<file path="src/rtl/core/mmeg_pkg.sv">
// package: shared types and constants of the multimode envelope generator
package mmeg_pkg;

  localparam int NUM_VOICES = 8;
  localparam int VOICE_W = 3;
  localparam int IDX_W = (NUM_VOICES > 1) ? $clog2(NUM_VOICES) : 1;
  localparam int LEVEL_W = 16;
  localparam int CFG_DATA_W = 16;
  localparam int CFG_INDEX_W = 2;
  localparam int MODE_W = 3;

  localparam logic [LEVEL_W-1:0] FULL_LEVEL = '1;

  typedef enum logic [1:0] {
    PH_NONE    = 2'd0,
    PH_ATTACK  = 2'd1,
    PH_SUSTAIN = 2'd2,
    PH_RELEASE = 2'd3
  } phase_t;

  typedef enum logic [1:0] {
    OP_TICK    = 2'd0,
    OP_TRIGGER = 2'd1,
    OP_RELEASE = 2'd2
  } opcode_t;

  localparam logic [MODE_W-1:0] MODE_AD    = 3'd0;
  localparam logic [MODE_W-1:0] MODE_AR    = 3'd1;
  localparam logic [MODE_W-1:0] MODE_ARPT  = 3'd2;
  localparam logic [MODE_W-1:0] MODE_ADRPT = 3'd3;
  localparam logic [MODE_W-1:0] MODE_LOOP  = 3'd4;

  localparam logic [CFG_INDEX_W-1:0] REG_ATTACK_SLOPE  = 2'd0;
  localparam logic [CFG_INDEX_W-1:0] REG_RELEASE_SLOPE = 2'd1;
  localparam logic [CFG_INDEX_W-1:0] REG_ENV_MODE      = 2'd2;

  typedef enum logic {
    S_IDLE = 1'b0,
    S_UPD  = 1'b1
  } state_t;

  typedef struct packed {
    logic [LEVEL_W-1:0] attack_slope;
    logic [LEVEL_W-1:0] release_slope;
    logic [MODE_W-1:0]  env_mode;
  } cfg_t;

  typedef struct packed {
    logic [LEVEL_W-1:0] level;
    phase_t             phase;
  } entry_t;

endpackage

</file>
<file path="src/rtl/core/mmeg_update.sv">
// module: next level and phase of one voice for one event
module mmeg_update (
  input  logic [1:0]      op,
  input  mmeg_pkg::cfg_t   cfg,
  input  mmeg_pkg::entry_t cur,
  output mmeg_pkg::entry_t nxt,
  output logic            fin
);
  import mmeg_pkg::*;

  logic [LEVEL_W:0] att_sum;
  logic             att_top;
  logic             rel_end;
  logic             mode_rel_ok;

  assign att_sum = {1'b0, cur.level} + {1'b0, cfg.attack_slope};
  assign att_top = att_sum >= {1'b0, FULL_LEVEL};
  assign rel_end = cur.level <= cfg.release_slope;
  assign mode_rel_ok = (cfg.env_mode == MODE_AD) || (cfg.env_mode == MODE_AR) ||
                       (cfg.env_mode == MODE_ARPT);

  always_comb begin
    nxt = cur;
    fin = 1'b0;
    case (opcode_t'(op))
      OP_TICK: begin
        if (cur.phase == PH_ATTACK) begin
          if (att_top) begin
            nxt.level = FULL_LEVEL;
            if ((cfg.env_mode == MODE_AD) || (cfg.env_mode == MODE_ADRPT) ||
                (cfg.env_mode == MODE_LOOP)) begin
              nxt.phase = PH_RELEASE;
            end else if (cfg.env_mode == MODE_ARPT) begin
              nxt.level = '0;
              nxt.phase = PH_ATTACK;
            end else begin
              nxt.phase = PH_SUSTAIN;
            end
          end else begin
            nxt.level = att_sum[LEVEL_W-1:0];
          end
        end else if (cur.phase == PH_RELEASE) begin
          if (rel_end) begin
            nxt.level = '0;
            if ((cfg.env_mode == MODE_LOOP) || (cfg.env_mode == MODE_ADRPT)) begin
              nxt.phase = PH_ATTACK;
            end else begin
              nxt.phase = PH_NONE;
              fin = 1'b1;
            end
          end else begin
            nxt.level = cur.level - cfg.release_slope;
          end
        end
      end
      OP_TRIGGER: begin
        nxt.phase = PH_ATTACK;
        nxt.level = (cfg.attack_slope == FULL_LEVEL) ? FULL_LEVEL : '0;
      end
      OP_RELEASE: begin
        if (mode_rel_ok) begin
          if ((cur.phase == PH_ATTACK) || (cur.phase == PH_SUSTAIN)) begin
            nxt.phase = PH_RELEASE;
            if (cfg.release_slope == FULL_LEVEL) begin
              nxt.level = '0;
            end
          end
        end else if (cfg.env_mode == MODE_ADRPT) begin
          nxt.level = '0;
          nxt.phase = PH_NONE;
        end
      end
      default: begin
        nxt = cur;
      end
    endcase
  end

endmodule

</file>
<file path="src/rtl/core/multimode_envelope_generator_core.sv">
// module: top level of the multimode envelope generator bank
//
//  channel | handshake          | payload
//  --------+--------------------+------------------------------------
//  in      | in_valid/in_ready  | opcode, voice
//  out     | out_valid/out_ready| out_voice, level, phase, finished
//  cfg     | cfg_we             | cfg_index, cfg_data
//
// each transaction is a state memory read, then update and write back
// one transaction in flight at a time, so the voice memory is never read and written together
// rst loads config defaults (full-level slopes, AR mode), clears control state and per-voice valid bits
// a waiting result holds the update stage; input is taken again once it is written
module multimode_envelope_generator_core (
  input  logic                                  clk,
  input  logic                                  rst,
  input  logic                                  in_valid,
  output logic                                  in_ready,
  input  logic [1:0]                            opcode,
  input  logic [mmeg_pkg::VOICE_W-1:0]          voice,
  output logic                                  out_valid,
  input  logic                                  out_ready,
  output logic [mmeg_pkg::VOICE_W-1:0]          out_voice,
  output logic [mmeg_pkg::LEVEL_W-1:0]          level,
  output logic [1:0]                            phase,
  output logic                                  finished,
  input  logic                                  cfg_we,
  input  logic [mmeg_pkg::CFG_INDEX_W-1:0]      cfg_index,
  input  logic [mmeg_pkg::CFG_DATA_W-1:0]       cfg_data
);
  import mmeg_pkg::*;

  cfg_t   cfg;
  state_t state;
  state_t state_next;

  entry_t mem [NUM_VOICES];
  logic [NUM_VOICES-1:0] ent_valid;

  entry_t             rd_data;
  logic               rd_valid;
  logic [1:0]         op_q;
  logic [VOICE_W-1:0] voice_q;
  logic               in_range_q;

  entry_t cur;
  entry_t nxt;
  logic   fin;
  logic   in_acc;
  logic   upd_fire;
  logic   in_range;

  assign in_range = {1'b0, voice} < (VOICE_W + 1)'(NUM_VOICES);
  assign in_ready = (state == S_IDLE);
  assign in_acc   = in_valid && in_ready;

  always_ff @(posedge clk) begin
    if (rst) begin
      cfg.attack_slope  <= FULL_LEVEL;
      cfg.release_slope <= FULL_LEVEL;
      cfg.env_mode      <= MODE_AR;
    end else if (cfg_we) begin
      unique case (cfg_index)
        REG_ATTACK_SLOPE:  cfg.attack_slope  <= cfg_data;
        REG_RELEASE_SLOPE: cfg.release_slope <= cfg_data;
        REG_ENV_MODE:      cfg.env_mode      <= cfg_data[MODE_W-1:0];
        default:           cfg.env_mode      <= cfg.env_mode;
      endcase
    end
  end

  // state memory: read at accept, write back at update
  always_ff @(posedge clk) begin
    if (in_acc) begin
      rd_data <= mem[voice[IDX_W-1:0]];
      op_q    <= opcode;
      voice_q <= voice;
    end
    if (upd_fire && in_range_q) begin
      mem[voice_q[IDX_W-1:0]] <= nxt;
    end
  end

  always_ff @(posedge clk) begin
    if (rst) begin
      ent_valid  <= '0;
      rd_valid   <= 1'b0;
      in_range_q <= 1'b0;
    end else begin
      if (in_acc) begin
        rd_valid   <= ent_valid[voice[IDX_W-1:0]] && in_range;
        in_range_q <= in_range;
      end
      if (upd_fire && in_range_q) begin
        ent_valid[voice_q[IDX_W-1:0]] <= 1'b1;
      end
    end
  end

  always_comb begin
    cur = rd_valid ? rd_data : '{level: '0, phase: PH_NONE};
  end

  mmeg_update u_update (
    .op  (op_q),
    .cfg (cfg),
    .cur (cur),
    .nxt (nxt),
    .fin (fin)
  );

  always_ff @(posedge clk) begin
    if (rst) begin
      state <= S_IDLE;
    end else begin
      state <= state_next;
    end
  end

  always_comb begin
    state_next = state;
    upd_fire   = 1'b0;
    unique case (state)
      S_IDLE: begin
        if (in_acc) begin
          state_next = S_UPD;
        end
      end
      S_UPD: begin
        if (!out_valid || out_ready) begin
          upd_fire   = 1'b1;
          state_next = S_IDLE;
        end
      end
      default: state_next = S_IDLE;
    endcase
  end

  // output register
  always_ff @(posedge clk) begin
    if (rst) begin
      out_valid <= 1'b0;
    end else if (upd_fire) begin
      out_valid <= 1'b1;
    end else if (out_ready) begin
      out_valid <= 1'b0;
    end
  end

  always_ff @(posedge clk) begin
    if (upd_fire) begin
      out_voice <= voice_q;
      level     <= in_range_q ? nxt.level : '0;
      phase     <= in_range_q ? nxt.phase : PH_NONE;
      finished  <= in_range_q && fin;
    end
  end

endmodule
</file>
<file path="config.mk">
export PLATFORM = sky130hd
export DESIGN_NAME = multimode_envelope_generator_core
export DESIGN_NICKNAME = d
export VERILOG_FILES = /design/src/rtl/core/mmeg_pkg.sv /design/src/rtl/core/mmeg_update.sv /design/src/rtl/core/multimode_envelope_generator_core.sv
export SDC_FILE = /design/constraint.sdc
export NUM_CORES = 1
export LEC_CHECK = 0
export ABC_CLOCK_PERIOD_IN_PS = 8360
export BUFFER_PORTS_ARGS = -buffer_cell sky130_fd_sc_hd__buf_2
export CAP_MARGIN = 20
export CORE_MARGIN = 2
export CORE_UTILIZATION = 47
export CTS_BUF_LIST = sky130_fd_sc_hd__clkbuf_8
export CTS_CLUSTER_DIAMETER = 200
export DETAILED_ROUTE_END_ITERATION = 10
export SYNTH_ARGS = -nofsm -noshare
export SYNTH_HDL_FRONTEND = slang
export SYNTH_SLANG_ARGS = --single-unit
</file>
<file path="constraint.sdc">
create_clock -name clk -period 8.36 [get_ports clk]
set_input_delay 0.836 -clock clk [delete_from_list [all_inputs] [get_ports clk]]
set_output_delay 0.836 -clock clk [all_outputs]
set_load 0.01 [all_outputs]
</file>
# --- Yosys cells after proc, flatten, opt, wreduce, memory -nomap -nowiden ---
# Memories as Yosys holds them, arrays and structs flattened. A register that Yosys moved wholly into a read port is not among the register bits.
# Index checks and enable logic that the tools add are counted.
classes:
  addsub: 2
  magnitude_cmp: 5
  eq_ne: 13
  mux: 36
  bitwise: 2
  reduce_logical: 19
op_table:
  columns: ["op", "n"]
  rows:
  - ["18-bit two-way mux", 6]
  - ["16-bit two-way mux", 6]
  - ["18-bit one-hot mux with 3 select lines", 1]
  - ["16-bit equality test (second input constant)", 2]
  - ["16-bit by 16-bit adder with 17-bit output", 1]
  - ["17-bit by 16-bit >= comparator with 1-bit output (second input constant)", 1]
  - ["16-bit less-or-equal comparator", 1]
  - ["1-bit two-way mux", 16]
  - ["16-bit subtractor", 1]
  - ["2-bit equality test (second input constant)", 4]
  - ["3-bit by 4-bit < comparator with 1-bit output (second input constant)", 2]
  - ["2-bit two-way mux", 4]
  - ["8-bit OR", 1]
  - ["1-bit logical OR", 7]
  - ["2-bit by 1-bit equality test with 1-bit output (second input constant)", 3]
  - ["3-bit by 2-bit equality test with 1-bit output (second input constant)", 2]
  - ["2-bit AND reduction", 3]
  - ["1-bit logical AND", 4]
  - ["2-bit zero test", 2]
  - ["1-bit binary-select mux with 3-bit select", 1]
  - ["1-bit demux with 3-bit select", 1]
  - ["3-bit by 1-bit equality test with 1-bit output (second input constant)", 1]
  - ["3-bit equality test (second input constant)", 1]
  - ["3-bit by 1-bit >= comparator with 1-bit output (second input constant)", 1]
  - ["5 further kinds", 5]
totals:
  reg_bits: 74
  ram_bits: 144
  input_bits: 28
  out_inout_bits: 24
  word_cells: 92
  mem_count: 1
mem_list:
  columns: ["memory", "depth", "width", "read_ports", "rd_clocked_by_memory_dff", "wr", "line_no", "rtl"]
  rows:
  - ["mem", 8, 18, 1, 1, 1, "multimode_envelope_generator_core.sv:36", "entry_t mem [NUM_VOICES];"]

# --- Depth between registers and ports, before layout ---
logic_depth:
  ltp_word: 8
  mapped_depth: 22
  mapped_depth_nobuf: 14

# --- By module ---
# From an unflattened synthesis, not the netlist that was laid out.
unflattened:
  cells_unflattened: 901
  hier_area_um2: 11592.4
by_module_without_submodules:
  columns: ["mod", "n_inst", "cells_each", "area_each_um2", "seq_area_each_um2"]
  rows:
  - ["multimode_envelope_generator_core", 1, 481, 8857.2, 6616.3]
  - ["mmeg_update", 1, 420, 2735.1, 0.0]

# --- Least setup slack after synthesis ---
# OpenSTA, ideal clock, no wires.
synth_path:
  path_type: "flip-flop to flip-flop"
  start: "register rd_valid"
  end: "register level[11] (netlist bit) (data pin)"
  setup_ns: 0.255
  t_arrival_ns: 4.500
  required_time_ns: 8.105
  slack_ns: 3.605
  stages_incl_launch_ff: 22
  path_buffers: 7
  synth_period_minus_slack_ns: 4.755
  path_cell_list: "dfxtp_1 > buf_6 > buf_6 > buf_6 > buf_4 > buf_2 > clkbuf_1 > clkbuf_1 > nand2_1 > inv_1 > ha_1 > ha_1 > a31oi_1 > o32a_1 > a211o_1 > a222oi_1 > o311ai_1 > a211oi_2 > a41oi_4 > o221ai_1 > a41oi_1 > and2_1"
synth_rtl:
  columns: ["element", "line_no", "rtl"]
  rows:
  - ["from (decl)", "multimode_envelope_generator_core.sv:40", "logic rd_valid;"]
  - ["from (signal assigned)", "multimode_envelope_generator_core.sv:90", "rd_valid <= ent_valid[voice[IDX_W-1:0]] && in_range;"]
  - ["to (signal assigned)", "multimode_envelope_generator_core.sv:152", "level <= in_range_q ? nxt.level : '0;"]
  - ["to (decl)", "multimode_envelope_generator_core.sv:23", "output logic [mmeg_pkg::LEVEL_W-1:0] level,"]

==> summary.md <==
The combined area of the multi-input logic cells was 5624 sq um; the share of async-settable or async-resettable flops after synthesis was 0%. The run gives 6618 sq um as the sequential cell area in the final layout. No sink is reached through more buffers than the 3 on the longest clock path.

Data on the critical path is required at its endpoint by 8.67 ns. By count the netlist is led by edfxtp_1, nor2_1, nand2_1, clkbuf_1, dfxtp_1. The top cell type by area accounts for 44.69% of the synthesized area. The most used flip-flop cell after synthesis is edfxtp_1. The post-layout minimum cycle time works out to 4.831 ns.

CTS built an H-tree with a depth of 2. After clock tree synthesis, the repair step resized 0 gates. Of all nets on the critical path, the largest fanout is 49.

The number of vias per cell is 6.245. The source-to-sink clock delay at the later pin of the worst-skew pair came out at 0.56 ns. For this block, the via count after detailed routing is 9,174.

In this run the tool buffered the top-level ports with 51 buffer cells. The number of hold-slack violations in the final timing report was 0; the remaining number of nets flagged by the antenna check after routing was 0. The die area is 28,350 sq um.

Sorting the synthesized cells by area gives the leading types as edfxtp_1, dfxtp_1, mux4_2, nor2_1, a211o_1. The run gives 0 as the number of antenna violations at the first check in global routing. The final layout contains 1,141 nets. Power spread over the standard cell area amounts to 198.4 nW/um^2. Setup violations remaining at the end of the flow were counted as 0.

On the final layout, the worst clock skew is 0.02422 ns. Root buffer selected by CTS: clkbuf_8. The share of post-route cells with drive strength above 1 came out at 19.86%. Dividing the final minimum period by the clock period gives 57.79%. The first routing iteration left 1,031 violations.

The type of the tightest min-delay check was in -> reg. The via count of the first global-routing pass was 8,702. The number of diodes was 0; the instance area after placement was 13,170 sq um.

Yosys printed 0 warnings. Setup repair after global routing left no endpoint under its margin. In this run the post-CTS setup repair buffer count came out at 0. After Yosys synthesis, XOR and XNOR cells account for 2.966% of the synthesized area. Library cell with the highest instance count after synthesis: edfxtp_1.

Startpoint class of the critical path: a flop. Summing the areas of all compound-gate instances in the mapped netlist gives 16.83% of the synthesized area. After routing, the total negative slack on setup checks comes to 0 ns. The tools report the number of CTS-inserted buffers as 41. The run gives 0 as the DRC violation count after routing. The clock net in this run drives a total of 236 sinks. Once layout is done, the placed cells without fillers occupy 13,920 sq um.

The post-detailed-route wirelength per cell works out to 23.65 microns. The core region is 26,730 sq um. For this design the static power due to leakage is 4.910 nW. The number of pins exceeding their max-slew limit in the final report was 0; the total routing usage reported by global routing was 24.60%. Compared with the post-synthesis result, the final layout area differs by 9.587%. The critical setup path kind was reg -> reg. Buffers inserted to repair hold after CTS numbered 0. The run finished with clean final reports.

The cell area that synthesis handed to floorplanning was 12,700 sq um. In this run the tightest slew margin relative to its limit is 31.95%. Total nets after synthesis: 1,115. Walking the worst path, the cells encountered are buf_4 > nand2_1 > inv_1 > ha_1 > ha_1 > a31oi_1 > o32a_1 > a211oi_2 > a211oi_2 > nor3_1 > o32a_1 > a41oi_4 > o221ai_1 > a41oi_1 > and2_1. Timing would allow up to 207.0 MHz. Clock edge transition at the registers on the reported setup and hold paths: 0.07 ns. After synthesis the netlist holds a flip-flop and latch count of 236. For the pin with the worst max-slew slack, the measured transition is 1.021 ns.

TritonCTS built the clock tree. Combinational family with the most area after synthesis: compound AO/OA/AOI/OAI gates. Of the post-synthesis cell area, the part taken by muxes is 8.897%. The run gives 23,380 microns as the placed wire-length estimate. Summing the sequential cell areas from Yosys gives 52.10% of the chip area. The worst setup path is captured at a flop.

For the wire length of the first global-routing pass, the log shows 52,830 microns. The largest net degree at the start of global routing is 50. The number of different library cells used by synthesis comes to 97. The starting density of the core was 47.51%. Of the total synthesized cell area, the portion taken by AND, OR, NAND and NOR gates is 13.28%. The mean instance size in the synthesized netlist is 11.85 sq um, and the count of standard-cell rows is 60.

The first detailed-routing pass ran for 7 iterations. The master of the slowest instance on the critical path was o32a_1. Across the VDD grid, the largest voltage drop is 0.1191 mV.

The largest total area in the synthesized netlist belongs to edfxtp_1. Max-cap violations in this run came to 0. Horizontal die dimension: 168.4 microns. The number of fill cells came out at 2,351. The number of placed I/O pins was 52; the longest individual stage delay on the worst path was 0.69 ns. Global routing finished with a remaining overflow of 0. The final estimated routing congestion in global placement is 0.9172. Counting every instance in the synthesized netlist gives 1,072. The final layout contains routed wiring with a total length of 34,740 microns. The die is 168.4 microns tall. For the worst setup path, the data arrival time is 5.15 ns. In this run, synthesis inferred 189 flip-flops with an integrated enable. Summing the areas of all fa, ha and maj instances in the mapped netlist gives 1.971% of the synthesized area.
-- worst max-delay path: cells and delay by family, from the launching register on --
family / cells / cell delay [ns]
DFF: 1 / 0.32
buffers and inverters: 2 / 0.52
AOI/OAI and AO/OA: 8 / 2.53
and+or+nand+nor: 3 / 0.74
adders and majority gates: 2 / 0.46
-- report_power, final --
part / internal [W] / switching, W / total (W)
clock network: 0.000508 / 0.000471 / 0.000979
logic: 0.000155 / 0.000253 / 0.000408
registers: 0.00132 / 0.0000520 / 0.00137
-- cells in the final DEF, fill, tap and decap left out, types with 16 or more instances in the layout --
master	instances
xnor2_1	31
o21ai_0	25
nor2b_1	26
a21oi_1	39
clkbuf_8	43
dfxtp_1	46
nand2_1	71
edfxtp_1	189
nor3_1	16
buf_2	51
mux2_2	19
a211o_1	32
nand3b_1	17
mux4_2	38
and2_1	20
inv_1	46
nor2_1	74
nand3_1	20
buf_4	17
-- metal layers --
metal	global-route usage, %	vias up	routed length (microns)
li1	-	4205	-
met1	36.49	4527	16030
met2	36.61	374	15240
met3	4.396	68	2498
met4	8.283	0	963
met5	0	-	0
-- state kept, by name (all words and copies together), names as in the netlist, 3 cells and up --
signal	flops
out_voice	3
rd_data	18
level	16
cfg	35
mem	144
voice_q	3
ent_valid	8
-- logic make-up after synthesis --
kind of cell	after synthesis
simple gates	322
compound gates	271
flops	236
buf+inv	116
mux	63
xor+xnor	43
fa+ha+maj	21
-- through the flow --
stage | hold slack (ns) | std cells | setup WS [ns] | total power, W | util, %
finish | 0.4611 | 1469 | 3.529 | 0.002761 | 52.07
global route | 0.4426 | 1469 | 3.174 | 0.002884 | 52.07
CTS | 0.4356 | 1469 | 3.613 | 0.002782 | 52.07
detailed placement | 0.4601 | 1396 | 3.622 | 0.001797 | 49.27
global placement | 0.4464 | 1396 | 3.754 | 0.001795 | 49.27
floorplan | 0.4348 | 1072 | 3.605 | 0.001676 | -
-- area by class of cell --
cell class,instances,share of cell area [%]
repair buffers,68,2.751
clock inverters,30,1.124
inverters,31,0.8362
clock buffers,43,4.253
multi-input cells,720,40.42
flip-flops and latches,236,47.55
well taps,341,3.066
-- path summary, 6_finish.rpt --
path	start	endpoint	slack, ns	cells past startpoint
hold / removal	opcode[1]	op_q[1]	0.46	1
hold reg to reg	ent_valid[1]	ent_valid[1]	0.47	2
setup / recovery	rd_valid	level[11]	3.53	15
setup reg to reg	rd_valid	level[11]	3.53	15
No activity file was read; power rests on OpenSTA's default activity.
